File: src/design/rpct_bounds.sv
// Node bounds unit: position range [lo,hi] and size of one tree node,
// from the node index, the span exponent and the road length. No dependencies.
module rpct_bounds #(
	parameter int W  = 11,
	parameter int KW = 5
) (
	input  logic [W-1:0]  idx,
	input  logic [KW-1:0] k,
	input  logic [W-1:0]  len,
	output logic [W-1:0]  lo,
	output logic [W-1:0]  hi,
	output logic [W-1:0]  size
);

	localparam int XW = W + 2;

	logic [W:0]    n;
	logic [KW-1:0] d;
	logic [KW-1:0] sh;
	logic [XW-1:0] off;
	logic [XW-1:0] l;
	logic [XW-1:0] h;
	logic          deep;

	always_comb begin
		n = (W+1)'(idx) + (W+1)'(1);
		d = '0;
		for (int i = 0; i <= W; i++) begin
			if (n[i]) begin
				d = KW'(i);
			end
		end
		off  = XW'(n) - (XW'(1) << d);
		deep = d > k;
		sh   = deep ? '0 : k - d;
		l    = XW'(1) + (off << sh);
		// a node below the span has zero width: leave it empty
		h    = deep ? l - XW'(1) : l + (XW'(1) << sh) - XW'(1);
		if (h > XW'(len)) begin
			h = XW'(len);
		end
		lo   = W'(l);
		hi   = W'(h);
		size = (h >= l) ? W'(h - l + XW'(1)) : '0;
	end

endmodule

File: config.mk
export PLATFORM = sky130hd
export DESIGN_NAME = rpct_bounds
export DESIGN_NICKNAME = d
export VERILOG_FILES = /design/src/design/rpct_bounds.sv
export SDC_FILE = /design/constraint.sdc
export NUM_CORES = 1
export LEC_CHECK = 0
export BUFFER_PORTS_ARGS = -buffer_cell sky130_fd_sc_hd__buf_4
export CAP_MARGIN = 20
export CORE_ASPECT_RATIO = 0.75
export CORE_MARGIN = 1
export CORE_UTILIZATION = 44
export DETAILED_ROUTE_END_ITERATION = 16
export SLEW_MARGIN = 20
export SYNTH_ARGS = -nofsm -noshare
export SYNTH_HDL_FRONTEND = slang
export SYNTH_SLANG_ARGS = --single-unit
File: constraint.sdc
create_clock -name vclk -period 19.5
set_input_delay 4.875 -clock vclk [all_inputs]
set_output_delay 4.875 -clock vclk [all_outputs]
set_load 0.01 [all_outputs]
==> Word level (Yosys, flattened, before mapping) <==
Cells that the tools add are included.
W data, S select, Z words.
{ "word_totals": {"word_cells": 30, "input_bits": 27, "output_inout_bits": 33, "reg_bits": 0} }
{ "classes": {"add_sub_neg": 9, "mux": 15, "n_lt_le_gt_ge": 3, "shift": 3} }
{ "op_table": {"columns": ["op", "count"], "rows": [
  ["$mux W5", 11],
  ["$mux W13", 2],
  ["$shl A1 B5 Y13 const A", 2],
  ["$sub A13 B1 Y13 const B", 2],
  ["$add A1 B13 Y13 const A", 1],
  ["$add A13 B13 Y13", 1],
  ["$ge A13 B13 Y1", 1],
  ["$gt A13 B11 Y1", 1],
  ["$shl A13 B5 Y13", 1],
  ["$sub A12 B13 Y13", 1],
  ["$add A11 B1 Y12 const B", 1],
  ["$add A11 B1 Y11 const B", 1],
  ["$mux W11", 1],
  ["$sub A11 B11 Y11", 1],
  ["$gt A5 B5 Y1", 1],
  ["$sub A5 B5 Y5", 1],
  ["$mux W1", 1]
]} }

==> Depth between registers and ports, before layout <==
{ "depth": {"word_depth": 24, "ltp_mapped": 57, "ltp_nobuf": 54} }

==> Least setup slack after synthesis <==
OpenSTA, ideal clock, no wires.
{ "synth_path": {"path_type": "input to output", "from": "in idx[0]", "to": "out size[10]", "t_arrival_ps": 14046, "slack_ps": 579, "t_required_ps": 14625, "path_buffers": 3, "path_stages": 53, "cell_sequence": "ha_1 > xor2_1 > nor2_1 > nor2_1 > nor2_1 > o21ai_0 > a21oi_1 > nor2_1 > o21ai_1 > ha_1 > inv_1 > fa_1 > clkbuf_1 > nand2b_1 > nor2_1 > nand4_1 > nand3_1 > nand2_1 > [... 17 more ...] > ha_1 > a2111oi_0 > a21oi_1 > nor3b_4 > buf_8 > mux2_4 > ha_1 > ha_1 > a21o_1 > a21oi_1 > o21ai_0 > a21oi_1 > o21bai_1 > a21oi_1 > o21bai_1 > a21oi_1 > xor2_1 > nor2_1"} }
{ "synth_between": {"elab_chain_cells": 24, "elab_cells_between_ends": 30, "cone_classes": "9 x add/sub; 3 x order compare; 3 x shift; 15 x mux"} }
{ "synth_rtl": {"columns": ["element", "line", "rtl"], "rows": [
  ["start: declaration", "7", "input logic [W-1:0] idx,"],
  ["$add A11 B1 Y12 (*)", "26", "n = (W+1)'(idx) + (W+1)'(1);"],
  ["$mux W1", "29", "if (n[i]) begin"],
  ["$mux W5 (10 in a row)", "29", null],
  ["$shl A1 B5 Y13, or another cell as far along", "33", "off = XW'(n) - (XW'(1) << d);"],
  ["$sub A12 B13 Y13 or $mux W5 (tied branches)", "33, 35", null],
  ["$shl A13 B5 Y13 (*)", "36", "l = XW'(1) + (off << sh);"],
  ["$add A1 B13 Y13 (*)", "36", null],
  ["via lo[0]", "10", "output logic [W-1:0] lo,"],
  ["$add A13 B13 Y13", "38", "h = deep ? l - XW'(1) : l + (XW'(1) << sh) - XW'(1);"],
  ["$sub A13 B1 Y13", "38", null],
  ["$mux W13 (*)", "38", null],
  ["$gt A13 B11 Y1", "39", "if (h > XW'(len)) begin"],
  ["$mux W13 (*)", "39", null],
  ["via hi[2]", "11", "output logic [W-1:0] hi,"],
  ["$sub A11 B11 Y11", "44", "size = (h >= l) ? W'(h - l + XW'(1)) : '0;"],
  ["$add A11 B1 Y11", "44", null],
  ["$mux W11 (*)", "44", null],
  ["end: declaration", "12", "output logic [W-1:0] size"]
]} }
The timed path passes the listed nets; every way through them passes the cells marked *.

==> Worst setup path after layout <==
{ "layout_path": {"from": "in idx[2]", "to": "out size[1]"} }
{ "layout_between": {"elab_chain_cells": 23, "elab_cells_between_ends": 29, "cone_classes": "9 x add/sub; 3 x order compare; 3 x shift; 14 x mux"} }
{ "layout_rtl": {"columns": ["element", "line"], "rows": [
  ["$add A11 B1 Y12 (*)", "26"],
  ["$mux W5 (10 in a row)", "29"],
  ["$shl A1 B5 Y13, or another cell as far along", "33"],
  ["$sub A12 B13 Y13 or $mux W5 (tied branches)", "33, 35"],
  ["$shl A13 B5 Y13", "36"],
  ["$add A1 B13 Y13", "36"],
  ["$add A13 B13 Y13", "38"],
  ["$sub A13 B1 Y13", "38"],
  ["$mux W13", "38"],
  ["$gt A13 B11 Y1", "39"],
  ["$mux W13", "39"],
  ["$sub A11 B11 Y11", "44"],
  ["$add A11 B1 Y11", "44"],
  ["$mux W11 (*)", "44"]
]} }
Every way passes the cells marked *; elsewhere a longest branch is shown, timed or not.

==> qor_table.md <==
| Stage | Metric | Reported |
|:---|:---|:---|
| grt | Largest net degree at the start of global routing | 21 |
| detailed routing | Average wire length per cell after detail routing | 17.9 um |
| floorplan | Total number of placement rows | 32 |
| worst setup path | Required time reported for the critical path endpoint | 14.62 ns |
| sta | Total negative setup slack | 0 ns |
| placed design | Quantity of I/O buffers inserted on ports | 60 |
| detailed routing | Per-cell via count in the routed design | 5.89 |
| floorplan | Die Y | 91.2 um |
| pwr | VDD IR max | 0.0745 mV |
| detailed routing | Residual DRC count | 0 |
| finish | Fin area | 5960 um^2 |
| grt | Global-route wire length before repair | 24,700 um |
| floorplan | Die area | 11,000 um^2 |
| placed design | Gpl congestion | 0.944 |
| worst setup path | Critical Path Source Type | input port |
| logic synthesis | Post-synthesis sequential area ratio | 0% |
| worst hold path | Class of the worst hold path | input port to output pin |
| finish | ANT cells | 0 |
| logic synthesis | Library cell occupying the most area in the post-synthesis netlist | sky130_fd_sc_hd__ha_1 |
| worst setup path | Sort of element at the end of the critical path | output pin |
| placed design | Area of placed instances | 5550 um^2 |
| placed design | Placement Setup Slack | -0.358 ns |
| sta | Setup WS post-layout | 0.510 ns |
| sta | Final slew viol count | 0 |
| finish | Total number of nets in the final design | 870 |
| grt | GRT Overall Usage | 27.6% |
| finish | Share of post-route cells with drive strength above 1 | 29.1% |
| detailed routing | Detailed-route wire length | 16,000 um |
| worst setup path | Maximum fanout count along the critical path | 8 |
| worst setup path | Cell type with the highest occurrence count on the critical path | sky130_fd_sc_hd__ha_1 |
| logic synthesis | Most frequent cell after synthesis | sky130_fd_sc_hd__ha_1 |
| finish | Area of all sequential standard cells | 0 um^2 |
| worst setup path | Critical Path AT | 14.11 ns |
| grt | Number of antenna violations at the first check in global routing | 0 |
| logic synthesis | Count of unique library cells instantiated by Yosys | 84 |
| pwr | Static Leakage | 2.72 nW |
| finish | Area added between synthesis and finish | 27.5% |
| run status | Result of the run | completed |
| sta | Final worst path period need | 18.99 ns |
| sta | Maximum clock rate | 52.7 MHz |
| finish | Clock buffers | 0 |
| floorplan | Starting utilization of the core area | 45.4% |
| sta | Slew at the pin closest to its max-slew limit | 0.584 ns |
| grt | GRT overflow | 0 |
| detailed routing | DR iter-0 viols | 463 |
| clock tree | Post-CTS Hold Fix Bufs | 0 |
| floorplan | Core region area | 10,300 um^2 |
| job | Maximum capacitance violations | 0 |
| grt | Number of global-route vias before repair | 4,839 |
| logic synthesis | Top post-synthesis cells by area | sky130_fd_sc_hd__ha_1 (20%), sky130_fd_sc_hd__xnor2_1 (6.0%), sky130_fd_sc_hd__inv_1 (5.9%) |
| finish | Number of flip-flops and latches | 0 |
| sta | Worst max-slew margin expressed relative to the limit | 60.9% |
| pwr | Pwr dens | 144 nW/um^2 |
| sta | Final period utilization | 97.4% |
| logic synthesis | Number of warnings printed during yosys synthesis | 0 |
| logic synthesis | Post-Syn Area | 4670 um^2 |
| detailed routing | Total number of vias | 5,275 |
| worst setup path | Worst setup path category | input port to output pin |
| floorplan | DIE WIDTH | 121 um |
| finish | Number of fillers in the final layout | 962 |
| logic synthesis | Fraction of post-synthesis cell area in the top cell type by area | 19.8% |
| worst setup path | Cell with the largest stage delay on the worst path | sky130_fd_sc_hd__fa_2 |
| logic synthesis | Top cell types by occurrence after synthesis | sky130_fd_sc_hd__ha_1 (74), sky130_fd_sc_hd__inv_1 (73), sky130_fd_sc_hd__nor2_1 (67) |
| detailed routing | Number of detailed-routing iterations run before antenna repair | 5 |
| logic synthesis | Syn Inst Count | 661 |
| placed design | Half-perimeter wire length of the detailed placement result | 12,900 um |
| logic synthesis | Mean cell area of the mapped netlist | 7.06 um^2 |
| detailed routing | Number of nets with antenna violations after routing | 0 |
| floorplan | Count of boundary I/O pins | 60 |
| worst setup path | Delay of the slowest cell on the worst path | 0.42 ns |
| sta | Setup violations, final | 0 |
| sta | Final-report hold violation count | 0 |
## final timing paths
kind | from | endpoint | slack, ns | depth (start not counted)
hold / removal | len[7] | hi[7] | 10.08 | 3
setup / recovery | idx[2] | size[1] | 0.51 | 50
## cells in the final DEF, fill, tap and decap left out, types with 11 or more instances in the layout
| master | instances |
|---|---|
| sky130_fd_sc_hd__nor2_1 | 62 |
| sky130_fd_sc_hd__a21oi_2 | 16 |
| sky130_fd_sc_hd__nand2_1 | 44 |
| sky130_fd_sc_hd__ha_1 | 68 |
| sky130_fd_sc_hd__o21ai_0 | 25 |
| sky130_fd_sc_hd__xor2_1 | 15 |
| sky130_fd_sc_hd__xnor2_1 | 29 |
| sky130_fd_sc_hd__nand3_1 | 28 |
| sky130_fd_sc_hd__inv_1 | 72 |
| sky130_fd_sc_hd__a21oi_1 | 33 |
| sky130_fd_sc_hd__buf_4 | 117 |
| sky130_fd_sc_hd__a21o_1 | 11 |
## layout make-up
type               instances  area (um^2)  share of cell area [%]
well taps                136          170                    2.86
repair buffers           119          901                    15.1
inverters                 74          278                    4.66
multi-input cells        566         4610                    77.4
## report_power, final
group / internal (W) / leakage (nW) / switching (W)
Sequential: 0 / 0 / 0
Clock: 0 / 0 / 0
Combinational: 0.000405 / 2.72 / 0.000450
Total: 0.000405 / 2.72 / 0.000450
## critical path: cells and delay by family
kind	cells	cell delay [ns]
buffers and inverters	8	0.92
xor gates and xnor gates	2	0.37
muxes	1	0.34
AOI/OAI and AO/OA	21	3.73
and+or+nand+nor	9	1.15
adders and majority gates	9	2.71
## per-stage QoR
stage | instances | power, W | utilization [%] | hold slack [ns]
floorplan | 662 | 0.000544 | - | 9.89
global placement | 887 | 0.000781 | 54.0 | 10.08
detailed placement | 887 | 0.000788 | 54.0 | 10.08
CTS | 887 | 0.000796 | 54.3 | 10.08
global route | 895 | 0.000944 | 57.9 | 10.10
finish | 895 | 0.000855 | 57.9 | 10.08
## cell families after synthesis
family | count (synthesis) | share of synthesized area (%)
adders and majority gates | 83 | 23.5
AOI/OAI and AO/OA | 187 | 27.3
other | 1 | 0.0803
and+or+nand+nor | 221 | 24.9
xor gates and xnor gates | 54 | 10.6
muxes | 19 | 4.98
buffers and inverters | 96 | 8.63
## timing repair
| action | 4_1_cts | 5_1_grt |
|---|---|---|
| resized for setup | 9 | 64 |
| setup endpoints to repair | 11 | 11 |
| buffers inserted | 0 | 7 |
| pin swaps | 0 | 17 |
| cloned | 0 | 1 |
## per-layer routing
layer	up-vias	track usage, %	wire length, um
li1	2564	-	-
met1	2466	42.7	7880
met2	230	40.9	6410
met3	15	4.27	1540
met4	0	1.65	143
met5	-	0	0
No activity file was read; power rests on OpenSTA's default activity.
